`config.mk`:
```
export PLATFORM = sky130hd
export DESIGN_NAME = rgb_gradient_interpolator
export DESIGN_NICKNAME = d
export VERILOG_FILES = /design/src/sv/rgi_pkg.sv /design/src/sv/rgi_step_div.sv /design/src/sv/rgb_gradient_interpolator.sv
export SDC_FILE = /design/constraint.sdc
export NUM_CORES = 1
export LEC_CHECK = 0
export BUFFER_PORTS_ARGS = -buffer_cell sky130_fd_sc_hd__buf_2
export CAP_MARGIN = 0
export CELL_PAD_IN_SITES_DETAIL_PLACEMENT = 1
export CELL_PAD_IN_SITES_GLOBAL_PLACEMENT = 2
export CORE_MARGIN = 5
export CORE_UTILIZATION = 37
export CTS_BUF_LIST = sky130_fd_sc_hd__clkbuf_8
export CTS_CLUSTER_DIAMETER = 150
export DETAILED_ROUTE_END_ITERATION = 16
export PLACE_DENSITY = 0.82
export SLEW_MARGIN = 20
export SYNTH_ARGS = -nofsm -noshare
export SYNTH_HDL_FRONTEND = slang
export SYNTH_SLANG_ARGS = --single-unit
```
`constraint.sdc`:
```
create_clock -name i_clk -period 6.73 [get_ports i_clk]
set_input_delay 0 -clock i_clk [delete_from_list [all_inputs] [get_ports i_clk]]
set_output_delay 0 -clock i_clk [all_outputs]
set_load 0.02 [all_outputs]
```
`src/sv/rgi_pkg.sv`:
```
// Shared widths and register indexes for the RGB gradient interpolator.
// No dependencies; imported by rgi_step_div and rgb_gradient_interpolator.
`timescale 1ns / 1ps

package rgi_pkg;

    // Field widths.
    localparam int CH_W   = 8;
    localparam int POS_W  = 16;
    localparam int STEP_W = 16;
    localparam int CFG_W  = 16;

    // Magnitude of (end - start) * 128 fits in 15 bits, so the divider works out 15 quotient bits.
    localparam int QUO_W  = 15;

    // Configuration register indexes.
    typedef enum logic [2:0] {
        REG_START_RED   = 3'd0,
        REG_START_GREEN = 3'd1,
        REG_START_BLUE  = 3'd2,
        REG_END_RED     = 3'd3,
        REG_END_GREEN   = 3'd4,
        REG_END_BLUE    = 3'd5,
        REG_START_POS   = 3'd6,
        REG_END_POS     = 3'd7
    } t_reg_idx;

endpackage

```
`src/sv/rgi_step_div.sv`:
```
// Per-channel step calculator: signed restoring division, one quotient bit a cycle.
// Depends on rgi_pkg.
`timescale 1ns / 1ps

module rgi_step_div (
    input  logic                         i_clk,
    input  logic                         i_rst_n,
    input  logic                         i_go,
    input  logic signed [rgi_pkg::STEP_W-1:0] i_dist,
    input  logic [rgi_pkg::POS_W-1:0]    i_span,
    output logic                         o_busy,
    output logic [rgi_pkg::STEP_W-1:0]   o_step
);
    import rgi_pkg::*;

    localparam int CNT_W = $clog2(QUO_W + 1);

    logic [QUO_W-1:0]   r_num;
    logic [POS_W-1:0]   r_rem;
    logic [POS_W-1:0]   r_den;
    logic               r_neg;
    logic [CNT_W-1:0]   r_cnt;

    logic [POS_W:0]     w_trial;
    logic               w_fits;
    logic [POS_W-1:0]   w_den_mag;
    logic [QUO_W-1:0]   w_dist_mag;
    logic [STEP_W-1:0]  w_quo;

    // Operand magnitudes; a zero span divides by one.
    always_comb begin
        w_dist_mag = i_dist[STEP_W-1] ? QUO_W'(-i_dist) : QUO_W'(i_dist);
        if (i_span == '0) begin
            w_den_mag = POS_W'(1);
        end else if (i_span[POS_W-1]) begin
            w_den_mag = -i_span;
        end else begin
            w_den_mag = i_span;
        end
    end

    // One restoring step: bring down the next dividend bit and try the subtraction.
    assign w_trial = {r_rem, r_num[QUO_W-1]};
    assign w_fits  = (w_trial >= {1'b0, r_den});

    always_ff @(posedge i_clk) begin
        if (!i_rst_n) begin
            r_cnt <= '0;
            r_num <= '0;
            r_neg <= 1'b0;
        end else if (i_go) begin
            r_cnt <= CNT_W'(QUO_W);
            r_num <= w_dist_mag;
            r_neg <= i_dist[STEP_W-1] ^ (i_span[POS_W-1]);
        end else if (r_cnt != '0) begin
            r_cnt <= r_cnt - CNT_W'(1);
            r_num <= {r_num[QUO_W-2:0], w_fits};
        end
    end

    // Remainder and divisor are payload.
    always_ff @(posedge i_clk) begin
        if (i_go) begin
            r_rem <= '0;
            r_den <= w_den_mag;
        end else if (r_cnt != '0) begin
            r_rem <= w_fits ? POS_W'(w_trial - {1'b0, r_den}) : POS_W'(w_trial);
        end
    end

    // Once finished r_num holds the quotient magnitude; apply the sign and double.
    assign w_quo  = r_neg ? -{1'b0, r_num} : {1'b0, r_num};
    assign o_step = {w_quo[STEP_W-2:0], 1'b0};
    assign o_busy = (r_cnt != '0);

endmodule

```
`src/sv/rgb_gradient_interpolator.sv`:
```
// Top level of the RGB gradient interpolator: configuration, step dividers and pipeline.
// Depends on rgi_pkg and rgi_step_div.
`timescale 1ns / 1ps

// o_valid rises once an accepted position has passed the stage-one, stage-two and output registers.
// Throughput: one position per cycle while busy is low.
// A configuration write holds busy high from its own cycle until the three step dividers,
// one quotient bit a cycle, have recomputed the per-channel steps.
// Reset (synchronous, active low) clears the configuration and the valid bits; steps read as zero.
// Results cannot be stalled: each colour is shown for exactly one cycle.
module rgb_gradient_interpolator (
    input  logic                         i_clk,
    input  logic                         i_rst_n,
    input  logic                         start,
    output logic                         busy,
    input  logic [rgi_pkg::POS_W-1:0]    i_position,
    output logic                         o_valid,
    output logic [rgi_pkg::CH_W-1:0]     o_red,
    output logic [rgi_pkg::CH_W-1:0]     o_green,
    output logic [rgi_pkg::CH_W-1:0]     o_blue,
    input  logic                         i_cfg_we,
    input  logic [2:0]                   i_cfg_addr,
    input  logic [rgi_pkg::CFG_W-1:0]    i_cfg_data
);
    import rgi_pkg::*;

    // Configuration registers.
    logic [CH_W-1:0]   r_start_col [3];
    logic [CH_W-1:0]   r_end_col   [3];
    logic [POS_W-1:0]  r_start_pos;
    logic [POS_W-1:0]  r_end_pos;
    logic              r_recalc;

    always_ff @(posedge i_clk) begin
        if (!i_rst_n) begin
            r_start_col <= '{default: '0};
            r_end_col   <= '{default: '0};
            r_start_pos <= '0;
            r_end_pos   <= '0;
            r_recalc    <= 1'b0;
        end else begin
            r_recalc <= i_cfg_we;
            if (i_cfg_we) begin
                unique case (t_reg_idx'(i_cfg_addr))
                    REG_START_RED:   r_start_col[0] <= i_cfg_data[CH_W-1:0];
                    REG_START_GREEN: r_start_col[1] <= i_cfg_data[CH_W-1:0];
                    REG_START_BLUE:  r_start_col[2] <= i_cfg_data[CH_W-1:0];
                    REG_END_RED:     r_end_col[0]   <= i_cfg_data[CH_W-1:0];
                    REG_END_GREEN:   r_end_col[1]   <= i_cfg_data[CH_W-1:0];
                    REG_END_BLUE:    r_end_col[2]   <= i_cfg_data[CH_W-1:0];
                    REG_START_POS:   r_start_pos    <= i_cfg_data[POS_W-1:0];
                    REG_END_POS:     r_end_pos      <= i_cfg_data[POS_W-1:0];
                    default:         r_end_pos      <= r_end_pos;
                endcase
            end
        end
    end

    // Step dividers, one per channel, restarted after every configuration write.
    logic [POS_W-1:0]  w_span;
    logic [2:0]        w_div_busy;
    logic [STEP_W-1:0] w_step [3];
    logic              w_accept;

    assign w_span = r_end_pos - r_start_pos;

    for (genvar g = 0; g < 3; g++) begin : g_div
        logic signed [CH_W:0]       w_diff;
        logic signed [STEP_W-1:0]   w_dist;

        // (end - start) * 128 as a 16-bit signed value.
        assign w_diff = $signed({1'b0, r_end_col[g]}) - $signed({1'b0, r_start_col[g]});
        assign w_dist = {w_diff, 7'b0};

        rgi_step_div u_div (
            .i_clk   (i_clk),
            .i_rst_n (i_rst_n),
            .i_go    (r_recalc),
            .i_dist  (w_dist),
            .i_span  (w_span),
            .o_busy  (w_div_busy[g]),
            .o_step  (w_step[g])
        );
    end

    assign busy     = i_cfg_we | r_recalc | (|w_div_busy);
    assign w_accept = start & ~busy;

    // Stage one: offset of the position from the gradient start.
    logic              r_s1_valid;
    logic [POS_W-1:0]  r_s1_delta;

    always_ff @(posedge i_clk) begin
        if (!i_rst_n) begin
            r_s1_valid <= 1'b0;
        end else begin
            r_s1_valid <= w_accept;
        end
    end

    always_ff @(posedge i_clk) begin
        if (w_accept) begin
            r_s1_delta <= i_position - r_start_pos;
        end
    end

    // Stage two: step times offset, kept to 16 bits.
    logic              r_s2_valid;
    logic [STEP_W-1:0] r_s2_prod [3];

    always_ff @(posedge i_clk) begin
        if (!i_rst_n) begin
            r_s2_valid <= 1'b0;
        end else begin
            r_s2_valid <= r_s1_valid;
        end
    end

    always_ff @(posedge i_clk) begin
        for (int c = 0; c < 3; c++) begin
            r_s2_prod[c] <= STEP_W'(w_step[c] * r_s1_delta);
        end
    end

    // Stage three: add the start colour in 8.8 form and keep the integer part.
    logic              r_out_valid;
    logic [CH_W-1:0]   r_out_col [3];
    logic [STEP_W-1:0] w_acc [3];

    always_comb begin
        for (int c = 0; c < 3; c++) begin
            w_acc[c] = {r_start_col[c], 8'b0} + r_s2_prod[c];
        end
    end

    always_ff @(posedge i_clk) begin
        if (!i_rst_n) begin
            r_out_valid <= 1'b0;
        end else begin
            r_out_valid <= r_s2_valid;
        end
    end

    always_ff @(posedge i_clk) begin
        for (int c = 0; c < 3; c++) begin
            r_out_col[c] <= w_acc[c][STEP_W-1:STEP_W-CH_W];
        end
    end

    assign o_valid = r_out_valid;
    assign o_red   = r_out_col[0];
    assign o_green = r_out_col[1];
    assign o_blue  = r_out_col[2];

    // Every accepted request produces its colour through the stage-one, stage-two and output registers.
    a_latency: assert property (@(posedge i_clk) disable iff (!i_rst_n)
        w_accept |-> ##3 o_valid)
        else $error("accepted request did not produce a result after three cycles");

    // A configuration write, once registered in r_recalc, starts all three dividers.
    a_recalc: assert property (@(posedge i_clk) disable iff (!i_rst_n)
        r_recalc |=> (&w_div_busy))
        else $error("step dividers did not start after a configuration write");

    // Dividers run only while the pipeline is empty, so no item sees a stale step.
    a_div_idle: assert property (@(posedge i_clk) disable iff (!i_rst_n)
        (|w_div_busy) |-> !(r_s1_valid || r_s2_valid || w_accept))
        else $error("request in flight while steps are being recomputed");

endmodule
```
* After elaboration in Yosys (flattened, before gate mapping)
Memory sizes are Yosys's and may differ from the RTL's.
Cells that the tools add are included.
** Word-level totals
- Bits in registers :: 224
- Output and inout port bits :: 26
- Memories :: 2
- Word-level logic and storage cells :: 111
- Bits in writable memories :: 69
** Memories
- r_s2_prod :: words 3, width 15, read ports 3, clocked after Yosys merged registers in 0, wr ports 3, line rgb_gradient_interpolator.sv:109 : logic [STEP_W-1:0] r_s2_prod [3];
- r_out_col :: words 3, width 8, read ports 3, clocked after Yosys merged registers in 0, wr ports 3, line rgb_gradient_interpolator.sv:127 : logic [CH_W-1:0] r_out_col [3];
** Cells by class
- Multipliers :: 3
- $lt $le $gt $ge :: 3
- Add/sub/neg operators :: 21
- Mux-type cells :: 22
- Bitwise operators :: 8
- Equal/unequal tests :: 7
- Reductions and logical operators :: 18
** Operator list (count)
- 15-bit 2-to-1 mux :: 13
- 15-bit negation :: 6
- 16-bit subtractor :: 5
- 17-bit by 16-bit greater-or-equal comparator with 1-bit output :: 3
- 16-bit adder :: 3
- 15-bit by 16-bit multiplier with 15-bit output :: 3
- 16-bit 2-to-1 mux :: 3
- 8-bit by 8-bit subtractor with 9-bit output :: 3
- 4-bit 2-to-1 mux :: 6
- 16-bit zero test :: 1
- 16-bit negation :: 1
- 2-bit AND reduction :: 8
- 3-bit == test (second input constant) :: 4
- 4-bit nonzero test :: 3
- 4-bit by 1-bit subtractor with 4-bit output (second input constant) :: 3
- 3-bit by 2-bit == test with 1-bit output (second input constant) :: 2
- 2-bit nonzero test :: 3
- 3-bit by 1-bit == test with 1-bit output (second input constant) :: 1
- 3-bit zero test :: 1
- 3-bit OR reduction :: 1
- 1-bit XOR :: 3
- 1-bit inverter :: 2
- 1-bit bitwise OR :: 2
- 2-bit OR reduction :: 1
- 1-bit bitwise AND :: 1

* Logic depth before layout (Yosys ltp)
- Depth after elaboration :: 5
- Depth in mapped cells :: 28
- Depth with buffers taken out :: 25

* Hierarchy
Synthesis repeated with hierarchy kept, for this count alone.
** Unflattened totals
- Cells, all modules :: 3694
- Area, all modules :: 30825.8 um^2
** By module, submodules not included
- rgb_gradient_interpolator :: times used 1, seq. area each 3123.0 um^2, cells each 2245, area an instance 19257.2 um^2
- rgi_step_div :: times used 3, seq. area each 1201.2 um^2, cells each 483, area an instance 3856.2 um^2

* Least setup slack after synthesis
Ideal clock, no wire load.
- Kind :: register to register
- From :: reg g_div[2].u_div.r_num[2]
- To :: mem r_s2_prod[0][44] in the netlist's numbering
- Slack :: 308 ps
- Buffers on the path :: 0
- Arrival :: 6292 ps
- Cell stages (with the launch flop) :: 21
- Period minus slack after synthesis :: 6422 ps
- Library setup time :: 130 ps
- Path through :: dfxtp_1 -> or4_1 -> or4_1 -> o31ai_1 -> xnor2_1 -> nand2_1 -> fa_1 -> fa_1 -> fa_1 -> fa_1 -> fa_1 -> fa_1 -> xnor2_1 -> xnor2_1 -> xnor2_1 -> xnor2_1 -> xnor2_1 -> xnor2_1 -> xnor2_1 -> xnor2_1 -> xnor3_1
** RTL lines
- start: declaration :: line rgi_step_div.sv:18 : logic [QUO_W-1:0] r_num;
- start signal: assignment :: line rgi_step_div.sv:53 : r_num <= w_dist_mag;
- start signal: assignment :: line rgi_step_div.sv:57 : r_num <= {r_num[QUO_W-2:0], w_fits};
- end: declaration :: line rgb_gradient_interpolator.sv:109

==> impl_results.md <==
- Cell taking the most area after synthesis: dfxtp_1
- Critical-path cell list: or4_4, or4_4, o31ai_4, xnor2_2, nand2_1, fa_1, inv_1, ha_1, inv_1, fa_1, fa_1, fa_1, fa_1, xnor2_1, xnor2_1, xnor2_1, xnor2_1, xnor2_1, xnor2_1, xnor2_1, xnor2_1, xnor3_1
- CP Class: reg2reg
- Least-Margin Pin Slew: 1.11 ns
- H-tree levels: 2
- Core region area: between 70000 and 80000 um^2
- Post-route DRC violation count: 0
- Worst VDD drop: 0.131 mV
- Hold slack: 0.0684 ns
- Setup tns final: 0 ns
- Worst-path fanout max: 3
- CTS tree: built
- Register area share after synthesis: 21.8%
- Final HPWL DP: 63700 um
- Synth Register Bits: around 270
- P_int: 0.00601 W
- First-pass GRT wire length: between 100000 and 150000 um
- Final min period: 6.50 ns
- WP data arrival: 7.06 ns
- Num CTS Buffers: 50
- Pwr/cell area: approximately 370 nW/um^2
- Die Span Y: roughly 280 um
- Final Skew: 0.0509 ns
- Placed Cells: ~4000
- Wirelength, routed: 82700 um
- Clk Tree Root Cell: clkbuf_8
- Sw Ratio: 45.5%
- Max incr delay on CP: 0.60 ns
- DRT antenna net count: 0
- RSZ-0062 raised after global routing: yes
- R2R Path End: r_s2_prod[0][44]
- FF-to-FF setup slack: 0.23 ns
- RePlAce Congestion: 0.861
- Yosys warning count: 0
- Post-synth EDFFs: 31
- Max Slew Vio Count: 0
- Number of antenna violations at the first check in global routing: 2
- Clock Power Share: 17.0%
- Clock sinks: 271
- Iter 0 DRT Violations: 938
- WP data required: 7.28 ns
- Mapped Cells: around 3200
- Worst R2R Path Depth: 22
- Number of global-route vias before repair: 24200
- Slowest CP cell: or4_4
- Register Area: ~5700 um^2
- Asr flop ratio synth: 0%
- Die Area: 76600 um^2
- P_leak: 13.2 nW
- Area growth syn-to-layout: 13.6%
- Via count: 22100
- Hold Vio Cnt, Final: 0
- Initial core utilization: 37.5%
- Row Count: between 90 and 100
- CP Launch Type: flip-flop
- Most Frequent Cell on Critical Path: xnor2_1
- Synthesized area: approximately 26000 um^2
- I/O pin count: 65
- Combinational Power Share: between 60% and 70%
- Wire per inst: approximately 20 um
- FILL cells: 8278
- Syn nets: around 3700
- IO Port Bufs: 63
- Critical path startpoint: g_div[2].u_div.r_num[2]
- Multi-input gate area: 18700 um^2
- Register share of total power: 21.4%
- Synth area leaders: dfxtp_1 (18%), fa_1 (16%), ha_1 (12%)
- Maxcap violations: 0
- Die Wd: about 280 um
- Clock Pin Slew Worst Setup and Hold Paths: 0.08 ns
- FMAX: 0.154 GHz
- Max-slew headroom: a little over a quarter
- Syn_area_per_cell: 8.35 um^2
- Largest net degree at the start of global routing: 79
- Critical Path Sink Type: flip-flop
- Clk_lat worst skew: 0.67 ns
- GRT Overall Usage: 21.2%
- Final layout net count: 3772
- Ys flop type: dfxtp_1
- Most frequent cells in the layout: inv_1 (444), nand2_1 (433), ha_1 (250)
- Post-route non-filler standard cell count: 4251
- Tot Pwr: 0.0110 W
- Synth top area share: 18.3%
- Hold Path Depth: 4
- First-pass DRT Iterations: 5
- Fin crit share: 96.6%
- Unique masters post-synth: 68
- Psw: between 0.005 and 0.006 W
- Number of vias per cell: 5.20
- Most common cell after layout, fill and taps aside: inv_1
- Worst Hold Class: in2reg
- Status: finished, final reports clean
- Setup violators final: 0
- Clock Path Buffers: 3
- GR Overflow Total: 0
- CP endpoint: r_s2_prod[0][44]
- Reg-to-Reg Start: g_div[2].u_div.r_num[2]
- Share of cells above drive strength 1: 8.61%
-- synthesized netlist by cell type (all sizes together), types with 7 or more instances --
cell type	n
nand2	436
inv	433
ha	252
dfxtp	240
fa	212
a21oi	203
xnor2	179
nor2b	163
nor2	147
clkbuf	109
o21ai	90
and2	86
xor2	63
a211oi	60
mux2i	40
nor3	38
nand2b	36
edfxtp	31
a21o	30
nand3	29
and3	20
o31ai	19
or3	19
o21a	18
buf	16
o41ai	16
o211ai	15
a311oi	14
nand4	14
a21boi	13
nor4	12
o21bai	12
nor3b	11
or4	9
a31oi	8
o31a	7
-- cell type report --
class,count,share of cell area [%]
antenna,1,0.00837
clock buffer,59,2.72
clock inverter,34,1.18
inverter,433,5.44
multi-input combinational,2324,62.7
sequential,271,19.2
tap,940,3.93
timing repair buffer,189,4.85
-- metrics by stage --
step,setup WS [ns],area (um^2),util (%)
after global routing,-0.0260,29900,42.6
after global placement,0.0246,28000,39.8
final,0.228,29900,42.6
after floorplan,0.308,26300,-
after detailed placement,-0.00448,28000,39.8
after CTS,0.0266,29600,42.1
-- flip-flops by register name, indices dropped and copies added, names as in the netlist, 3 cells and up --
signal and flops:
r_s1_delta 15, r_out_col 24, g_div.u_div.r_neg 3, g_div.u_div.r_den 16, g_div.u_div.r_rem 48, r_end_col 24, g_div.u_div.r_num 45, g_div.u_div.r_cnt 12
r_start_pos 16, r_s2_prod 24, r_start_col 24, r_end_pos 16
-- timing repair --
| item | in CTS | in global routing |
|---|---|---|
| hold buffers | 43 | 0 |
| setup endpoints to repair | 1 | 6 |
| endpoints found under the hold margin | 117 | 0 |
| cloned | 0 | 0 |
| setup buffers | 0 | 3 |
| resized for setup | 2 | 50 |
| pin swaps | 1 | 21 |
-- cell families after synthesis --
logic type,after synthesis,share of synthesized area (%)
AND/OR/NAND/NOR,1027,18.7
buffers and inverters,558,7.99
AO/OA/AOI/OAI,544,13.2
adder cells (fa/ha/maj),464,28.1
flip-flops,271,21.8
XOR/XNOR,248,8.60
multiplexers,41,1.56
-- worst min-delay path by stage --
| stage | startpoint | end |
|---|---|---|
| CTS | i_position[6] | r_s1_delta[7] |
| floorplan | i_cfg_data[10] | r_start_pos[10] |
| finish | i_position[6] | r_s1_delta[6] |
| global placement | i_cfg_data[9] | r_start_pos[9] |
| global route | i_position[6] | r_s1_delta[7] |
| detailed placement | i_cfg_data[8] | r_end_pos[8] |
-- critical path: cells and delay by family, from the launching register on --
| kind | cells | cell delay (ns) |
|---|---|---|
| AND/OR/NAND/NOR | 3 | 1.25 |
| buffers and inverters | 2 | 0.10 |
| flip-flops | 1 | 0.32 |
| AO/OA/AOI/OAI | 1 | 0.26 |
| adder cells (fa/ha/maj) | 6 | 2.77 |
| XOR/XNOR | 10 | 1.67 |
-- routing by layer --
metal | global-route usage (%) | routed length [um] | vias to the layer above | share of wire [%]
met2 | 36.4 | 39100 | 341 | 47
met5 | 0 | 0 | - | 0
met1 | 28.2 | 38200 | 11100 | 46
li1 | - | - | 10500 | -
met3 | 2.94 | 3000 | 111 | 3.6
met4 | 5.85 | 2440 | 0 | 3.0
-- power by group through the flow --
stage,clock [W],sequential [W],combinational [W]
after floorplan,0,0.00235,0.00485
after global placement,0,0.00237,0.00638
after detailed placement,0,0.00238,0.00664
after CTS,0.00193,0.00235,0.00674
after global routing,0.00200,0.00240,0.00762
final,0.00188,0.00236,0.00680
(Power assumes the default switching activity.)
